[src/rtl/sipq_pkg.sv]
// Shared types and constants for the sorted-insert priority queue.
package sipq_pkg;

  localparam int unsigned DEPTH     = 16;
  localparam int unsigned KEY_WIDTH = 16;

  localparam int unsigned KEY_W = (KEY_WIDTH < 16) ? KEY_WIDTH : 16;
  localparam int unsigned CNT_W = $clog2(DEPTH + 1);

  typedef enum logic [1:0] {
    CMD_APPEND = 2'd0,
    CMD_INSERT = 2'd1,
    CMD_POP    = 2'd2
  } cmd_e;

  typedef enum logic [1:0] {
    ST_OK    = 2'd0,
    ST_EMPTY = 2'd1,
    ST_FULL  = 2'd2
  } status_e;

  typedef struct packed {
    logic [1:0]  command;
    logic [31:0] item_value;
    logic [15:0] item_key;
  } in_beat_t;

  typedef struct packed {
    logic        head_valid;
    logic [31:0] head_value;
    logic [15:0] head_key;
    logic [31:0] popped_value;
    logic [1:0]  status;
    logic [4:0]  occupancy;
  } out_beat_t;

  typedef struct packed {
    logic [31:0]      value;
    logic [KEY_W-1:0] key;
  } entry_t;

  typedef struct packed {
    logic   push;
    logic   ordered;
    logic   pop;
    entry_t item;
  } ctrl_t;

endpackage

[src/rtl/sipq_cell.sv]
// One queue slot: holds an entry and shifts toward the head or tail.
module sipq_cell (
  input  logic           clk_i,
  input  sipq_pkg::ctrl_t ctrl_i,
  input  logic           occ_i,
  input  logic           found_i,
  input  sipq_pkg::entry_t left_i,
  input  sipq_pkg::entry_t right_i,
  output logic           found_o,
  output sipq_pkg::entry_t entry_d_o,
  output sipq_pkg::entry_t entry_q_o
);
  import sipq_pkg::*;

  entry_t entry_q, entry_d;
  logic   claim;

  assign claim   = ctrl_i.push && !found_i &&
                   (!occ_i || (ctrl_i.ordered && entry_q.key >= ctrl_i.item.key));
  assign found_o = found_i | claim;

  always_comb begin
    entry_d = entry_q;
    if (ctrl_i.push) begin
      if (claim) begin
        entry_d = ctrl_i.item;
      end else if (found_i) begin
        entry_d = left_i;
      end
    end else if (ctrl_i.pop) begin
      entry_d = right_i;
    end
  end

  always_ff @(posedge clk_i) begin
    entry_q <= entry_d;
  end

  assign entry_d_o = entry_d;
  assign entry_q_o = entry_q;

endmodule

[src/rtl/sorted_insert_priority_queue.sv]
// Top level of the sorted-insert priority queue: cell row, count and result register.
// A bounded queue of DEPTH key/value entries held in a row of cells that shift as
// one. Each beat carries append, ordered insert or pop; every beat yields one
// result beat showing the head, any popped value, a status and the occupancy.
// The whole cell row updates in the cycle a beat is accepted and its result appears in
// the output register on the next cycle. A new beat is taken whenever the output
// register is empty or being drained, so back-to-back beats run at one per cycle
// while the consumer keeps up. Pop on an empty queue and push into a full queue are
// flagged in status and leave the queue unchanged.
module sorted_insert_priority_queue (
  input  logic                clk_i,
  input  logic                rst_ni,
  input  logic                in_valid_i,
  output logic                in_ready_o,
  input  sipq_pkg::in_beat_t  in_data_i,
  output logic                out_valid_o,
  input  logic                out_ready_i,
  output sipq_pkg::out_beat_t out_data_o
);
  import sipq_pkg::*;

  logic               in_fire;
  logic               is_push, is_pop, full, empty;
  logic [CNT_W-1:0]   count_q, count_d;
  ctrl_t              ctrl;
  logic [DEPTH-1:0]   occ;
  logic [DEPTH:0]     found;
  entry_t             cell_d [DEPTH];
  entry_t             cell_q [DEPTH];
  status_e            status;
  logic               out_valid_q;
  out_beat_t          out_q, out_d;

  assign in_ready_o = !out_valid_q || out_ready_i;
  assign in_fire    = in_valid_i && in_ready_o;

  assign full    = (count_q == CNT_W'(DEPTH));
  assign empty   = (count_q == '0);
  assign is_push = (in_data_i.command == CMD_APPEND) || (in_data_i.command == CMD_INSERT);
  assign is_pop  = (in_data_i.command == CMD_POP);

  always_comb begin
    ctrl.push       = in_fire && is_push && !full;
    ctrl.ordered    = (in_data_i.command == CMD_INSERT);
    ctrl.pop        = in_fire && is_pop && !empty;
    ctrl.item.value = in_data_i.item_value;
    ctrl.item.key   = in_data_i.item_key[KEY_W-1:0];
  end

  always_comb begin
    status = ST_OK;
    if (is_push && full) begin
      status = ST_FULL;
    end else if (is_pop && empty) begin
      status = ST_EMPTY;
    end
  end

  always_comb begin
    count_d = count_q;
    if (ctrl.push) begin
      count_d = count_q + CNT_W'(1);
    end else if (ctrl.pop) begin
      count_d = count_q - CNT_W'(1);
    end
  end

  assign found[0] = 1'b0;

  for (genvar i = 0; i < DEPTH; i++) begin : g_cell
    entry_t left, right;
    assign occ[i] = (CNT_W'(i) < count_q);
    if (i == 0) begin : g_first
      assign left = ctrl.item;
    end else begin : g_mid
      assign left = cell_q[i-1];
    end
    if (i == DEPTH - 1) begin : g_last
      assign right = cell_q[i];
    end else begin : g_body
      assign right = cell_q[i+1];
    end
    sipq_cell u_cell (
      .clk_i     (clk_i),
      .ctrl_i    (ctrl),
      .occ_i     (occ[i]),
      .found_i   (found[i]),
      .left_i    (left),
      .right_i   (right),
      .found_o   (found[i+1]),
      .entry_d_o (cell_d[i]),
      .entry_q_o (cell_q[i])
    );
  end

  always_comb begin
    out_d.head_valid   = (count_d != '0);
    out_d.head_value   = out_d.head_valid ? cell_d[0].value : 32'd0;
    out_d.head_key     = out_d.head_valid ? 16'(cell_d[0].key) : 16'd0;
    out_d.popped_value = ctrl.pop ? cell_q[0].value : 32'd0;
    out_d.status       = status;
    out_d.occupancy    = 5'(count_d);
  end

  always_ff @(posedge clk_i or negedge rst_ni) begin
    if (!rst_ni) begin
      count_q     <= '0;
      out_valid_q <= 1'b0;
    end else begin
      count_q <= count_d;
      if (in_fire) begin
        out_valid_q <= 1'b1;
      end else if (out_ready_i) begin
        out_valid_q <= 1'b0;
      end
    end
  end

  always_ff @(posedge clk_i) begin
    if (in_fire) begin
      out_q <= out_d;
    end
  end

  assign out_valid_o = out_valid_q;
  assign out_data_o  = out_q;

endmodule
[config.mk]
export PLATFORM = sky130hd
export DESIGN_NAME = sorted_insert_priority_queue
export DESIGN_NICKNAME = d
export VERILOG_FILES = /design/src/rtl/sipq_pkg.sv /design/src/rtl/sipq_cell.sv /design/src/rtl/sorted_insert_priority_queue.sv
export SDC_FILE = /design/constraint.sdc
export NUM_CORES = 2
export LEC_CHECK = 0
export ABC_AREA = 0
export BUFFER_PORTS_ARGS = -buffer_cell sky130_fd_sc_hd__buf_4
export CAP_MARGIN = 20
export CORE_ASPECT_RATIO = 1.1
export CORE_MARGIN = 3
export CORE_UTILIZATION = 50
export CTS_CLUSTER_DIAMETER = 40
export DETAILED_ROUTE_END_ITERATION = 6
export GPL_ROUTABILITY_DRIVEN = 0
export HOLD_SLACK_MARGIN = 0.1
export PLACE_DENSITY_LB_ADDON = 0.08
export SKIP_CTS_REPAIR_TIMING = 1
export SYNTH_ARGS = -nofsm -noshare
export SYNTH_HDL_FRONTEND = slang
export SYNTH_HIERARCHICAL = 1
export SYNTH_SLANG_ARGS = --single-unit
[constraint.sdc]
create_clock -name clk_i -period 14.9 [get_ports clk_i]
set_clock_uncertainty 0.2 [all_clocks]
set_input_delay 2.235 -clock clk_i [delete_from_list [all_inputs] [get_ports clk_i]]
set_output_delay 2.235 -clock clk_i [all_outputs]
set_load 0.1 [all_outputs]
### Word-level counts from Yosys, hierarchy flattened

Cells that the tools add are included.

* bits in registers: 862
* output and inout bits: 90

* magnitude comparators: 32
* equality and inequality tests: 17
* mux-type cells: 66
* reduce and logical (&&, ||, !) cells: 127
* $add $sub $neg: 2
* bitwise operators: 14

Operator list (count)
* 48-bit 2-to-1 mux: 61
* 16-bit >= comparator: 16
* 1-bit logical AND: 54
* 4-bit by 5-bit less-than comparator with 1-bit output, first input constant: 8
* 1-bit logical NOT: 34
* 3-bit inequality test, second input constant: 10
* 2-bit AND reduction: 15
* 3-bit by 5-bit less-than comparator with 1-bit output, first input constant: 4
* 1-bit logical OR: 18
* 1-bit OR: 14
* 3-bit by 1-bit inequality test with 1-bit output, second input constant: 4
* 1-bit by 5-bit less-than comparator with 1-bit output, first input constant: 2
* 2-bit by 5-bit less-than comparator with 1-bit output, first input constant: 2
* 5-bit 2-to-1 mux: 2
* 2-bit nonzero test: 3
* 5-bit by 1-bit adder with 5-bit output, second input constant: 1
* 5-bit == test, second input constant: 1
* 5-bit logical NOT: 1
* 5-bit nonzero test: 1
* 5-bit by 1-bit subtractor with 5-bit output, second input constant: 1
* 1-bit 2-to-1 mux: 3
* 2-bit by 1-bit == test with 1-bit output, second input constant: 1
* 2-bit == test, second input constant: 1
* 2-bit logical NOT: 1

### Logic depth before layout (Yosys ltp)

* depth in word-level cells: 67
* gate-level depth with buffers: 103
* depth with buffers taken out: 61

### Hierarchy

The synthesis kept the hierarchy.

Modules (own cells, without submodules)
* sipq_cell at g_cell[2].u_cell ...: area an instance 3462.1 um^2, cells each 379, instances 8
* sipq_cell at g_cell[0].u_cell ...: area an instance 3279.4 um^2, cells each 333, instances 8
* sorted_insert_priority_queue: area an instance 3978.8 um^2, cells each 274, instances 1

### Worst setup path after synthesis

OpenSTA, ideal clock, no wires.

* path kind: input port to flip-flop
* start: input port out_ready_i
* end: register g_cell[15].u_cell.entry_q (netlist bit g_cell[15].u_cell/entry_q_o[10])
* data required time: 14578 ps
* arrival time: 17967 ps
* path buffers: 47
* library setup time: 122 ps
* stages on the path: 86
* setup slack: -3389 ps
* cell sequence: nand2b_1 -> clkbuf_1 -> and4b_1 -> buf_6 -> clkbuf_1 -> nand3b_1 -> o21ba_2 -> buf_6 -> buf_6 -> or2_1 -> clkbuf_1 -> nand3b_1 -> o21ba_2 -> buf_6 -> buf_6 -> or2_1 -> clkbuf_1 -> nand2b_1 -> [50 not listed] -> buf_6 -> or2_1 -> clkbuf_1 -> nand3b_1 -> o21ba_2 -> buf_6 -> buf_6 -> or2_1 -> clkbuf_1 -> nand3b_1 -> o21ba_2 -> buf_6 -> buf_6 -> or2_1 -> clkbuf_1 -> clkbuf_1 -> mux2_2 -> a221o_1

RTL lines
* from (decl): line sorted_insert_priority_queue.sv:17 `input logic out_ready_i,`
* to (signal assigned): line sipq_cell.sv:36 `entry_q <= entry_d;`
* to (decl): line sipq_cell.sv:15 `entry_t entry_q, entry_d;`

### Worst setup path after layout

* start: input port in_data_i[10] (netlist bit)
* end: register g_cell[15].u_cell.entry_q (netlist bit g_cell[15].u_cell/entry_q_o[25])

* longest elaborated chain between the ends: 65
* elaborated cells on any way between the ends: 111
* those cells by class: order compare: 16; mux: 1; bitwise: 14; reduce/logical: 80

Ends and longest elaborated chain
* from (decl): line sorted_insert_priority_queue.sv:15 `input sipq_pkg::in_beat_t in_data_i,`
* 16-bit >= comparator *: line sipq_cell.sv:19 `(!occ_i || (ctrl_i.ordered && entry_q.key >= ctrl_i.item.key));`
* 1-bit logical AND *: line sipq_cell.sv:19
* 1-bit logical OR *: line sipq_cell.sv:19
* 1-bit logical AND *: line sipq_cell.sv:18 `assign claim = ctrl_i.push && !found_i &&`
* named net found[1]: line sorted_insert_priority_queue.sv:27 `logic [DEPTH:0] found;`
* 1-bit logical NOT: line sipq_cell.sv:18
* 1-bit logical AND (2 in series): line sipq_cell.sv:18
* 1-bit OR *: line sipq_cell.sv:20 `assign found_o = found_i | claim;`
* named net found[2]: line sorted_insert_priority_queue.sv:27
* [4 not listed]
* named net found[3]: line sorted_insert_priority_queue.sv:27
* [4 not listed]
* named net found[4]: line sorted_insert_priority_queue.sv:27
* [4 not listed]
* named net found[5]: line sorted_insert_priority_queue.sv:27
* [4 not listed]
* named net found[6]: line sorted_insert_priority_queue.sv:27
* [4 not listed]
* named net found[7]: line sorted_insert_priority_queue.sv:27
* [4 not listed]
* named net found[8]: line sorted_insert_priority_queue.sv:27
* [4 not listed]
* named net found[9]: line sorted_insert_priority_queue.sv:27
* [4 not listed]
* named net found[10]: line sorted_insert_priority_queue.sv:27
* [4 not listed]
* named net found[11]: line sorted_insert_priority_queue.sv:27
* [4 not listed]
* named net found[12]: line sorted_insert_priority_queue.sv:27
* [4 not listed]
* named net found[13]: line sorted_insert_priority_queue.sv:27
* [4 not listed]
* named net found[14]: line sorted_insert_priority_queue.sv:27
* 1-bit logical NOT: line sipq_cell.sv:18
* 1-bit logical AND (2 in series): line sipq_cell.sv:18
* 1-bit OR *: line sipq_cell.sv:20
* named net found[15]: line sorted_insert_priority_queue.sv:27
* 1-bit logical NOT: line sipq_cell.sv:18
* 1-bit logical AND (2 in series): line sipq_cell.sv:18
* 2-bit nonzero test (no source line)
* 2-bit AND reduction (no source line)

Mark *: on every way through the listed nets, which the timed path passes. The rest lies on a longest branch.
A chain may end at the register's enable or synchronous reset.

==> flow_metrics.tcl <==
set metrics [dict create \
    clock_sink_count 862 \
    drt_drc_violations_left 0 \
    drt_first_pass_iters 6 \
    run_status "complete, no violations" \
    final_cell_count_no_fill 7492 \
    slowest_stage "sky130_fd_sc_hd__o21ba_4" \
    grt_first_pass_wirelength_mm 257 \
    fin_crit_sh 0.955 \
    floorplan.die.height_um 363 \
    cts_inserted_buffers 142 \
    post-route-worst-setup-slack_ps 669 \
    route.detailed.wl_per_inst_um 21.7 \
    timing.critical_path.arrival_ps 14660 \
    floorplan_die_area_um2 120000 \
    chipWidth_um 330 \
    drtAntennaViolNets 0 \
    maxCapViolations 0 \
    power_density_nw_per_um2 214 \
    hold_path.startpoint "g_cell[0].u_cell/entry_q_o[37]" \
    pre_cts_ws_ps 26.1 \
    path_max_fanout 51 \
    finalMaxSlewViolations 0 \
    cts_tree "done" \
    routed-via-count 45300 \
    grt_usage 0.265 \
    end_kind "flop" \
    clock_latency_on_the_worst_skew_pair_ps 760 \
    hold_path.class "reg -> reg" \
    num_io_pins 144 \
    max-clock-path-buffers 3 \
    hold_violations_final 0 \
    timing.slew.headroom 0.226 \
    crit_path_frequent_cell "sky130_fd_sc_hd__nand2b_4" \
    drt_iter0_drc 3576 \
    synth_nets 6283 \
    placed_cells 7228 \
    floorplan.rows 130 \
    reg2reg_depth 58 \
    crit_path_max_incr_delay_ps 830 \
    post_route_cells_drive_above_1_share 0.178 \
    grt_antenna_before_repair 5 \
    routed_wl_mm 162 \
    final.min_clock_period_ps 14230 \
    count_of_mapped_cells_out_of_synthesis 5969 \
    setup-violations-final 0 \
    final_net_count 6168 \
    crit-reg2reg-capture "g_cell[15].u_cell/entry_q_o[25]" \
    cts-root-buf "sky130_fd_sc_hd__clkbuf_16" \
    syn-cell-area_um2 57900 \
    worst_r2r_startpoint "count_q[0]" \
    grt_setup_unrepaired "no" \
    grt.overflow.total 0 \
    reg_to_reg_slack_setup_ps 1540 \
    yosys_warn_count 6 \
    synth.avg_cell_area_um2 9.70 \
    cts-htree-levels 4 \
    viasPerCell 6.05 \
    critical_path_required_ps 15330 \
    worst_setup_hold_path_clk_slew_ps 60 \
    type_of_the_setup_path_with_the_least_slack "in -> reg" \
    start_util 0.506 \
    post-dp-hpwl_mm 108 \
    worstHoldEndpoint "out_data_o[28]" \
    post-route-util 0.562 \
    largest_net_degree_at_the_start_of_global_routing 218 \
    clock.fmax_mhz 70.3 \
    syn_to_final_growth_pct 11.1 \
    max_slew.worst_pin.slew_ps 1130 \
    hold_path_depth 1 \
    irDropWorstVdd_v 0.000151 \
    port_buffers 143 \
    vias_in_the_first_global_route 43300 \
    start_kind "input port" \
    power_leakage_nw 27.1 \
    core_area_um2 115000 \
]
## state kept, by name, indices dropped and copies added (netlist names)
register                 flops
g_cell.u_cell/entry_q_o    768
count_q                      5
out_data_o                  88
out_valid_o                  1
## metrics by stage
stage	setup TNS [ps]	instance area, um2	power [mW]	hold WS (ps)
2_1_floorplan	-39300	58300	8.97	330
5_1_grt	0	64300	14.7	418
4_1_cts	0	64300	13.8	392
3_5_place_dp	0	59500	10.4	378
6_report	0	64300	13.8	389
3_3_place_gp	0	59500	10.2	378
## cell type report
class	instances	area, um2
Fill cell	10400	50200
Multi-Input combinational cell	4332	36600
Sequential cell	862	18200
Clock buffer	177	3940
Tap cell	1518	1900
Timing Repair Buffer	234	1810
Inverter	282	1060
Clock inverter	82	855
Antenna cell	5	12.5
## routing by layer
| metal | track usage | part of all wire |
|---|---|---|
| met1 | 0.405 | 0.51 |
| met2 | 0.380 | 0.41 |
| met3 | 0.0480 | 0.064 |
| met4 | 0.0659 | 0.019 |
| met5 | 0 | 0.000080 |
## critical path: cells and delay by family
family / cells / cell delay [ps]
fa+ha+maj: 1 / 280
buf+inv: 5 / 2100
simple gates: 29 / 5810
compound gates: 23 / 3740
mux: 1 / 410
## cells in the final DEF, fill, tap and decap left out, types with 38 or more instances in the layout
cell type                   instances
sky130_fd_sc_hd__a211oi_1         256
sky130_fd_sc_hd__a21boi_0          38
sky130_fd_sc_hd__a21oi_1          307
sky130_fd_sc_hd__a221o_1          377
sky130_fd_sc_hd__and2_1            40
sky130_fd_sc_hd__buf_4            227
sky130_fd_sc_hd__clkbuf_16        146
sky130_fd_sc_hd__dfxtp_1          768
sky130_fd_sc_hd__edfxtp_1          88
sky130_fd_sc_hd__ha_1             259
sky130_fd_sc_hd__inv_1            277
sky130_fd_sc_hd__mux2_1           271
sky130_fd_sc_hd__mux2_2           489
sky130_fd_sc_hd__mux2i_1          880
sky130_fd_sc_hd__nand2_1          202
sky130_fd_sc_hd__nand4_1           50
sky130_fd_sc_hd__nor2_1           398
sky130_fd_sc_hd__nor2b_1          259
sky130_fd_sc_hd__o21ai_0          155
## how the worst max path moves through the flow
stage / from / cells after the start / endpoint
3_5_place_dp: in_data_i[10] / 59 / g_cell[15].u_cell/entry_q_o[24]
4_1_cts: in_data_i[10] / 59 / g_cell[15].u_cell/entry_q_o[25]
6_report: in_data_i[10] / 59 / g_cell[15].u_cell/entry_q_o[25]
2_1_floorplan: out_ready_i / 101 / g_cell[15].u_cell/entry_q_o[15]
3_3_place_gp: in_data_i[10] / 59 / g_cell[15].u_cell/entry_q_o[32]
5_1_grt: in_data_i[10] / 59 / g_cell[15].u_cell/entry_q_o[25]
## power breakdown
group          total, mW  internal [mW]  switching [mW]
clock network       3.31           2.08            1.23
logic               5.67           2.83            2.84
registers           4.79           3.50            1.29
total               13.8           8.40            5.37
No activity file was read; power rests on OpenSTA's default activity.
